===== src/hdl/psz_pkg.sv =====
// ----------------------------------------------------------------------------
// psz_pkg: shared types and constants of the planar safety zone damper
// Register indexes, payload layouts and the stage-to-stage bundle.
// ----------------------------------------------------------------------------
package psz_pkg;

  // Configuration port
  localparam int CFG_IDX_W  = 3;
  localparam int CFG_DATA_W = 16;

  localparam logic [CFG_IDX_W-1:0] REG_BOX_MIN_X    = 3'd0;
  localparam logic [CFG_IDX_W-1:0] REG_BOX_MAX_X    = 3'd1;
  localparam logic [CFG_IDX_W-1:0] REG_BOX_MIN_Y    = 3'd2;
  localparam logic [CFG_IDX_W-1:0] REG_BOX_MAX_Y    = 3'd3;
  localparam logic [CFG_IDX_W-1:0] REG_SPEED_LIMIT  = 3'd4;
  localparam logic [CFG_IDX_W-1:0] REG_DAMPING_GAIN = 3'd5;
  localparam logic [CFG_IDX_W-1:0] REG_BYPASS       = 3'd6;

  // Stream widths
  localparam int IN_TDATA_W  = 112;
  localparam int OUT_FIELD_W = 82;
  localparam int OUT_TDATA_W = 88;
  localparam int OUT_PAD_W   = OUT_TDATA_W - OUT_FIELD_W;

  // Bit positions of the result fields inside m_tdata
  localparam int FX_LSB    = 0;
  localparam int FY_LSB    = 24;
  localparam int ACT_BIT   = 48;
  localparam int CROSS_BIT = 49;
  localparam int TOT_LSB   = 50;
  localparam int TOT_W     = 32;

  // Fixed-point constants
  localparam logic signed [15:0] VEL_BAD_POS = 16'sd20480;   // 5 m/s in Q3.12
  localparam logic signed [15:0] VEL_BAD_NEG = -16'sd20480;
  localparam logic signed [23:0] FORCE_MAX   = 24'sh7FFFFF;
  localparam logic signed [23:0] FORCE_MIN   = 24'sh800000;

  typedef struct packed {
    logic signed [15:0] box_min_x;
    logic signed [15:0] box_max_x;
    logic signed [15:0] box_min_y;
    logic signed [15:0] box_max_y;
    logic        [14:0] speed_limit;
    logic        [15:0] damping_gain;
    logic               bypass;
  } cfg_t;

  // Input item, last field in the lowest bits
  typedef struct packed {
    logic signed [23:0] req_force_y;
    logic signed [23:0] req_force_x;
    logic signed [15:0] vel_y;
    logic signed [15:0] vel_x;
    logic signed [15:0] pos_y;
    logic signed [15:0] pos_x;
  } in_item_t;

  // Registered products and early decisions for one tick
  typedef struct packed {
    logic        [30:0] sq_x;
    logic        [30:0] sq_y;
    logic        [29:0] lim_sq;
    logic signed [32:0] prod_x;
    logic signed [32:0] prod_y;
    logic               box_hit;
    logic               vel_bad;
    logic signed [23:0] req_force_x;
    logic signed [23:0] req_force_y;
  } prod_t;

  // Result item, last field in the lowest bits
  typedef struct packed {
    logic        [31:0] applied_total;
    logic               crossed_back;
    logic               damping_active;
    logic signed [23:0] force_y;
    logic signed [23:0] force_x;
  } res_t;

endpackage


===== src/hdl/psz_cfg.sv =====
// ----------------------------------------------------------------------------
// psz_cfg: configuration registers
// Write-only register file holding the safe box, speed limit, gain and bypass.
// ----------------------------------------------------------------------------
module psz_cfg (
  input  logic                           clk,
  input  logic                           rst,
  input  logic                           cfg_we,
  input  logic [psz_pkg::CFG_IDX_W-1:0]  cfg_index,
  input  logic [psz_pkg::CFG_DATA_W-1:0] cfg_data,
  output psz_pkg::cfg_t                  cfg
);
  import psz_pkg::*;

  // Register writes; indexes beyond the list are ignored.
  always_ff @(posedge clk) begin
    if (rst) begin
      cfg.box_min_x    <= -16'sd32768;
      cfg.box_max_x    <= 16'sd32767;
      cfg.box_min_y    <= -16'sd32768;
      cfg.box_max_y    <= 16'sd32767;
      cfg.speed_limit  <= 15'h7FFF;
      cfg.damping_gain <= 16'h0000;
      cfg.bypass       <= 1'b0;
    end else if (cfg_we) begin
      unique case (cfg_index)
        REG_BOX_MIN_X:    cfg.box_min_x    <= $signed(cfg_data);
        REG_BOX_MAX_X:    cfg.box_max_x    <= $signed(cfg_data);
        REG_BOX_MIN_Y:    cfg.box_min_y    <= $signed(cfg_data);
        REG_BOX_MAX_Y:    cfg.box_max_y    <= $signed(cfg_data);
        REG_SPEED_LIMIT:  cfg.speed_limit  <= cfg_data[14:0];
        REG_DAMPING_GAIN: cfg.damping_gain <= cfg_data;
        REG_BYPASS:       cfg.bypass       <= cfg_data[0];
        default: ;
      endcase
    end
  end

endmodule


===== src/hdl/psz_prod.sv =====
// ----------------------------------------------------------------------------
// psz_prod: product stage
// Squares the velocities and the speed limit, forms gain times velocity and
// evaluates the box and bad-sensor compares into the stage register.
// ----------------------------------------------------------------------------
module psz_prod (
  input  logic               clk,
  input  logic               rst,
  input  psz_pkg::cfg_t      cfg,
  input  logic               in_valid,
  output logic               in_ready,
  input  psz_pkg::in_item_t  in_item,
  output logic               out_valid,
  input  logic               out_ready,
  output psz_pkg::prod_t     prod
);
  import psz_pkg::*;

  logic signed [31:0] sq_x_full;
  logic signed [31:0] sq_y_full;
  logic        [29:0] lim_sq_full;
  logic signed [32:0] prod_x_full;
  logic signed [32:0] prod_y_full;
  logic               box_hit;
  logic               vel_bad;
  logic               load;

  // The stage takes a new transaction when it is empty or being drained.
  assign in_ready = !out_valid || out_ready;
  assign load     = in_valid && in_ready;

  // One multiply per quantity, all independent.
  always_comb begin
    sq_x_full   = 32'(in_item.vel_x) * 32'(in_item.vel_x);
    sq_y_full   = 32'(in_item.vel_y) * 32'(in_item.vel_y);
    lim_sq_full = 30'(cfg.speed_limit) * 30'(cfg.speed_limit);
    prod_x_full = 33'($signed({1'b0, cfg.damping_gain})) * 33'(in_item.vel_x);
    prod_y_full = 33'($signed({1'b0, cfg.damping_gain})) * 33'(in_item.vel_y);
  end

  // Touching a box edge counts as leaving the box.
  always_comb begin
    box_hit = (in_item.pos_x <= cfg.box_min_x) || (in_item.pos_x >= cfg.box_max_x) ||
              (in_item.pos_y <= cfg.box_min_y) || (in_item.pos_y >= cfg.box_max_y);
    vel_bad = (in_item.vel_x <= VEL_BAD_NEG) || (in_item.vel_x >= VEL_BAD_POS) ||
              (in_item.vel_y <= VEL_BAD_NEG) || (in_item.vel_y >= VEL_BAD_POS);
  end

  // Stage valid flag
  always_ff @(posedge clk) begin
    if (rst) begin
      out_valid <= 1'b0;
    end else if (in_ready) begin
      out_valid <= in_valid;
    end
  end

  // Stage payload
  always_ff @(posedge clk) begin
    if (load) begin
      prod.sq_x        <= sq_x_full[30:0];
      prod.sq_y        <= sq_y_full[30:0];
      prod.lim_sq      <= lim_sq_full;
      prod.prod_x      <= prod_x_full;
      prod.prod_y      <= prod_y_full;
      prod.box_hit     <= box_hit;
      prod.vel_bad     <= vel_bad;
      prod.req_force_x <= in_item.req_force_x;
      prod.req_force_y <= in_item.req_force_y;
    end
  end

endmodule


===== src/hdl/psz_decide.sv =====
// ----------------------------------------------------------------------------
// psz_decide: decision and result stage
// Finishes the speed test, selects damping, pass-through or zero force,
// updates the damping history and count, and holds the result register.
// ----------------------------------------------------------------------------
module psz_decide (
  input  logic            clk,
  input  logic            rst,
  input  psz_pkg::cfg_t   cfg,
  input  logic            in_valid,
  output logic            in_ready,
  input  psz_pkg::prod_t  prod,
  output logic            out_valid,
  input  logic            out_ready,
  output psz_pkg::res_t   res
);
  import psz_pkg::*;

  logic        was_damping;
  logic [31:0] applied_count;

  logic        was_damping_next;
  logic [31:0] applied_count_next;
  logic [31:0] sq_sum;
  logic        hit;
  logic        active;
  logic        crossed;
  logic signed [23:0] force_x_next;
  logic signed [23:0] force_y_next;
  logic        load;

  // Negate, round to nearest with halves up, drop 8 fraction bits, saturate.
  function automatic logic signed [23:0] damp_force(input logic signed [32:0] p);
    logic signed [33:0] neg;
    logic signed [33:0] shifted;
    neg     = -{p[32], p} + 34'sd128;
    shifted = neg >>> 8;
    if (shifted > $signed({{10{FORCE_MAX[23]}}, FORCE_MAX})) begin
      damp_force = FORCE_MAX;
    end else if (shifted < $signed({{10{FORCE_MIN[23]}}, FORCE_MIN})) begin
      damp_force = FORCE_MIN;
    end else begin
      damp_force = shifted[23:0];
    end
  endfunction

  assign in_ready = !out_valid || out_ready;
  assign load     = in_valid && in_ready;

  // Speed test on squared magnitudes.
  assign sq_sum = {1'b0, prod.sq_x} + {1'b0, prod.sq_y};
  assign hit    = prod.box_hit || (sq_sum >= {2'b00, prod.lim_sq});

  // Force selection and state update for the current tick.
  always_comb begin
    active             = 1'b0;
    crossed            = 1'b0;
    force_x_next       = prod.req_force_x;
    force_y_next       = prod.req_force_y;
    was_damping_next   = was_damping;
    applied_count_next = applied_count;
    if (!cfg.bypass) begin
      if (hit) begin
        active           = 1'b1;
        force_x_next     = damp_force(prod.prod_x);
        force_y_next     = damp_force(prod.prod_y);
        was_damping_next = 1'b1;
        if (applied_count != 32'hFFFF_FFFF) begin
          applied_count_next = applied_count + 32'd1;
        end
      end else begin
        crossed          = was_damping;
        was_damping_next = 1'b0;
        if (prod.vel_bad) begin
          force_x_next = '0;
          force_y_next = '0;
        end
      end
    end
  end

  // History state and result valid flag
  always_ff @(posedge clk) begin
    if (rst) begin
      was_damping   <= 1'b0;
      applied_count <= '0;
      out_valid     <= 1'b0;
    end else begin
      if (in_ready) begin
        out_valid <= in_valid;
      end
      if (load) begin
        was_damping   <= was_damping_next;
        applied_count <= applied_count_next;
      end
    end
  end

  // Result payload
  always_ff @(posedge clk) begin
    if (load) begin
      res.force_x        <= force_x_next;
      res.force_y        <= force_y_next;
      res.damping_active <= active;
      res.crossed_back   <= crossed;
      res.applied_total  <= applied_count_next;
    end
  end

endmodule


===== src/hdl/planar_safety_zone_damper_top.sv =====
// ----------------------------------------------------------------------------
// planar_safety_zone_damper_top: planar safety zone damper
// Each control tick on the slave stream gives one force result on the master
// stream. Outside the safe box, or at or above the speed limit, the force is
// replaced by a velocity-proportional damping force and the controller is
// told to stop; otherwise the requested force passes, zeroed for an
// implausible velocity reading; in bypass the requested force always passes.
//
// Usage: a tick is one s_tdata transaction; its result is one m_tdata
// transaction, in order. Configuration is written through cfg_we, cfg_index
// and cfg_data while no tick is in flight.
// Pipeline: the product register loads at the edge that takes a tick, and the
// result register loads from it once the result stage can take it.
// Throughput: one tick per cycle while m_tready stays high; both stages
// register their outputs, so ticks follow each other back to back.
// Reset: rst clears the pipeline, the damping history and the applied count,
// and loads the register defaults (full box, top speed limit, zero gain).
// Stall: while m_tready is low the result is held; the product stage takes
// one more tick only when empty; then s_tready stays low until results drain.
// ----------------------------------------------------------------------------
module planar_safety_zone_damper_top (
  input  logic                            clk,
  input  logic                            rst,
  // Configuration write port
  input  logic                            cfg_we,
  input  logic [psz_pkg::CFG_IDX_W-1:0]   cfg_index,
  input  logic [psz_pkg::CFG_DATA_W-1:0]  cfg_data,
  // Tick input stream
  input  logic                            s_tvalid,
  output logic                            s_tready,
  // s_tdata: pos_x[15:0], pos_y[31:16], vel_x[47:32], vel_y[63:48],
  //          req_force_x[87:64], req_force_y[111:88]
  input  logic [psz_pkg::IN_TDATA_W-1:0]  s_tdata,
  // Force result stream
  output logic                            m_tvalid,
  input  logic                            m_tready,
  // m_tdata: force_x[23:0], force_y[47:24], damping_active[48],
  //          crossed_back[49], applied_total[81:50], zero pad[87:82]
  output logic [psz_pkg::OUT_TDATA_W-1:0] m_tdata
);
  import psz_pkg::*;

  cfg_t     cfg;
  in_item_t in_item;
  prod_t    prod;
  res_t     res;
  logic     prod_valid;
  logic     prod_ready;

  assign in_item = s_tdata;
  assign m_tdata = {{OUT_PAD_W{1'b0}}, res};

  // Configuration registers
  psz_cfg u_cfg (
    .clk       (clk),
    .rst       (rst),
    .cfg_we    (cfg_we),
    .cfg_index (cfg_index),
    .cfg_data  (cfg_data),
    .cfg       (cfg)
  );

  // Multiply and compare stage
  psz_prod u_prod (
    .clk       (clk),
    .rst       (rst),
    .cfg       (cfg),
    .in_valid  (s_tvalid),
    .in_ready  (s_tready),
    .in_item   (in_item),
    .out_valid (prod_valid),
    .out_ready (prod_ready),
    .prod      (prod)
  );

  // Decision and result stage
  psz_decide u_decide (
    .clk       (clk),
    .rst       (rst),
    .cfg       (cfg),
    .in_valid  (prod_valid),
    .in_ready  (prod_ready),
    .prod      (prod),
    .out_valid (m_tvalid),
    .out_ready (m_tready),
    .res       (res)
  );

endmodule


===== config.mk =====
export PLATFORM = sky130hd
export DESIGN_NAME = planar_safety_zone_damper_top
export DESIGN_NICKNAME = d
export VERILOG_FILES = /design/src/hdl/psz_pkg.sv /design/src/hdl/psz_cfg.sv /design/src/hdl/psz_prod.sv /design/src/hdl/psz_decide.sv /design/src/hdl/planar_safety_zone_damper_top.sv
export SDC_FILE = /design/constraint.sdc
export NUM_CORES = 2
export LEC_CHECK = 0
export ABC_AREA = 0
export ABC_CLOCK_PERIOD_IN_PS = 17920
export BUFFER_PORTS_ARGS = -buffer_cell sky130_fd_sc_hd__buf_2
export CAP_MARGIN = 20
export CORE_MARGIN = 4
export CORE_UTILIZATION = 35
export CTS_CLUSTER_DIAMETER = 100
export DETAILED_ROUTE_END_ITERATION = 16
export GPL_TIMING_DRIVEN = 0
export SKIP_CTS_REPAIR_TIMING = 1
export SLEW_MARGIN = 20
export SYNTH_ARGS = -nofsm -noshare
export SYNTH_HDL_FRONTEND = slang
export SYNTH_SLANG_ARGS = --single-unit

===== constraint.sdc =====
create_clock -name clk -period 17.92 [get_ports clk]
set_input_delay 1.792 -clock clk [delete_from_list [all_inputs] [get_ports clk]]
set_output_delay 1.792 -clock clk [all_outputs]
set_load 0.01 [all_outputs]

==> results.json <==
{
  "layout.nets": 8339,
  "synth_area_sq_mm": 0.0603,
  "synth_enable_flop_cells": 287,
  "syn2layout_area_growth_pct": 9.64,
  "synthFlopType": "edfxtp_1",
  "grt_overflow_total": 0,
  "ys_ff_latch": 418,
  "outcome": "finished, final reports clean",
  "die_w_um": 423,
  "crit_path_end_kind": "flip-flop",
  "synthCells": 6313,
  "fin_skew_ns": 0.0228,
  "dp.cells": 8844,
  "finalCriticalPeriod_ns": 10.03,
  "ys_seq_area_share_pct": 18.6,
  "syn_area_per_cell_sq_um": 9.56,
  "die_height_um": 423,
  "synth_warnings": 0,
  "ant_nets": 0,
  "cts_tree": "built",
  "timing.fmax_mhz": 99.7,
  "fp.dieArea_sq_mm": 0.179,
  "finalSetupViolCount": 0,
  "crit_top_cell": "fa_1",
  "row_count": 152,
  "slew_viol_final": 0,
  "pwr_density_cell_mw_per_mm2": 184,
  "tightest_slew_ns": 1.23,
  "antenna_found_initial": 35,
  "drive_above_1_share_pct": 5.48,
  "wire_per_inst_um": 18.5,
  "viasPerCell": 4.91,
  "path_clk_slew_ns": 0.06,
  "wl_um": 166000,
  "cp_cell_sequence": "buf_2 -> clkbuf_1 -> clkbuf_1 -> nand2_1 -> fa_1 -> fa_1 -> fa_1 -> inv_1 -> fa_1 -> fa_1 -> inv_1 -> fa_1 -> inv_1 -> ha_1 -> a21oi_1 -> o21ai_0 -> o311ai_0 -> o31ai_1 -> nor4b_1 -> o211ai_1 -> or4_1 -> a41o_1 -> a21oi_1 -> xnor2_1",
  "vias": 43970,
  "htreeDepth": 2,
  "setup-tns-final_ns": 0,
  "place.gp.congestion": 0.950,
  "path_class": "in -> reg",
  "mostFrequentLayoutCell": "inv_1",
  "clockBufferDepth": 3,
  "vdd.ir_drop.worst_uv": 355,
  "grtUsageTotal_pct": 18.8,
  "slowest_stage": "clkbuf_1",
  "grt_start_max_net_pins": 53,
  "clk_latency_ns": 0.65,
  "initial_core_util_pct": 35.2,
  "cts.sinks": 418,
  "final_cell_count_no_fill": 8955,
  "critPathMaxStageDelay_ns": 0.81,
  "cp_max_fo": 10,
  "ctsRootBufferMaster": "clkbuf_16",
  "critical_path_arrival_ns": 10.41,
  "first_pass_iters": 5,
  "grt_pass1_wl_um": 262000,
  "dp_hpwl_um": 136000,
  "critPathLaunchType": "input pin",
  "synth-async-reset-ratio_pct": 0,
  "drt_iter0_drc": 2905,
  "max_cap_violations": 0,
  "required_ns": 18.30,
  "ios": 226,
  "power.leakage_nw": 32.1,
  "rsz0062_at_grt": "no",
  "hold_viol": 0,
  "min_period_over_period_pct": 56.0,
  "drc_errors": 0,
  "cts_buffers": 49,
  "worstHoldPathType": "reg -> reg",
  "slew_headroom_pct": 18.3,
  "grt_pass1_vias": 46905,
  "core_area_sq_mm": 0.172,
  "r2r_setup_slack_ns": 10.03,
  "io_buffers": 211,
  "final_cell_mix": "1415 x inv_1, 985 x fa_1, 668 x nand2_1",
  "synth_cell_types": 80
}
sequential cells by signal, indices dropped and copies added, names as in the netlist:
register / cells
u_decide.out_valid: 1
u_prod.out_valid: 1
u_prod.prod: 205
u_decide.was_damping: 1
u_decide.res: 82
u_cfg.cfg: 96
u_decide.applied_count: 32
cell type report:
type,count,area (sq um)
Clock inverter,31,353
Multi-Input combinational cell,4243,42800
Sequential cell,418,11200
Antenna cell,19,47.5
Tap cell,2310,2890
Buffer,237,951
Fill cell,17375,105000
Inverter,1420,5340
Clock buffer,61,1320
Timing Repair Buffer,216,1180
synthesized netlist by cell type, drive strengths merged, types with 108 or more instances:
master | instances | share of area [%]
fa | 985 | 33
o21ai | 108 | 0.91
inv | 1416 | 8.8
nor2 | 251 | 1.6
nand2 | 668 | 4.2
clkbuf | 210 | 1.3
dfxtp | 131 | 4.3
a21oi | 217 | 1.8
edfxtp | 287 | 14
ha | 633 | 13
xnor2 | 179 | 2.6
and2 | 340 | 3.5
routing by layer:
metal | part of all wire [%] | wire [um] | GRT usage, % | vias to the layer above
li1 | - | - | - | 20228
met1 | 41 | 67900 | 24.1 | 22202
met2 | 48 | 80100 | 31.8 | 1252
met3 | 7.6 | 12700 | 3.86 | 274
met4 | 3.2 | 5380 | 5.77 | 14
met5 | 0.054 | 89 | 0 | -
kinds of logic after synthesis:
| kind of cell | Yosys count | synth area share (%) |
|---|---|---|
| adder cells (fa/ha/maj) | 1662 | 46.5 |
| buffers and inverters | 1657 | 10.4 |
| AND/OR/NAND/NOR | 1627 | 13.0 |
| AO/OA/AOI/OAI | 670 | 7.31 |
| flip-flops | 418 | 18.6 |
| XOR/XNOR | 271 | 3.93 |
| multiplexers | 7 | 0.126 |
| other | 1 | 0.00622 |
through the flow:
step                      cell area [sq um]  total power (W)  hold WS, ns  setup slack [ns]  util [%]
after floorplan                       60400          0.00873        0.436              9.64         -
after global placement                64300           0.0110        0.444              7.63      37.5
after detailed placement              64400           0.0111        0.446              7.54      37.6
after CTS                             66100           0.0123        0.454              8.22      38.5
after global routing                  66100           0.0135        0.482              7.52      38.5
final                                 66200           0.0122        0.456              7.89      38.6
report_power, final:
part | internal, W | switching [W] | total (W)
clock network | 0.000603 | 0.000442 | 0.00105
registers | 0.00169 | 0.0000969 | 0.00179
logic | 0.00396 | 0.00541 | 0.00937
total | 0.00625 | 0.00595 | 0.0122
worst paths after layout:
kind                            cells past startpoint          endpoint           from
worst min register to register                      2     u_cfg.cfg[93]  u_cfg.cfg[93]
worst max register to register                     22   u_prod.prod[74]   u_cfg.cfg[9]
worst max-delay path                               24  u_prod.prod[176]    s_tdata[57]
worst min-delay path                                2     u_cfg.cfg[93]  u_cfg.cfg[93]
worst max-delay path: cells and delay by family:
| family | cells | cell delay, ns |
|---|---|---|
| AO/OA/AOI/OAI | 7 | 1.94 |
| XOR/XNOR | 1 | 0.27 |
| adder cells (fa/ha/maj) | 7 | 3.38 |
| buffers and inverters | 6 | 1.89 |
| AND/OR/NAND/NOR | 3 | 1.16 |
Note: power is estimated with default switching activity, not from simulation.
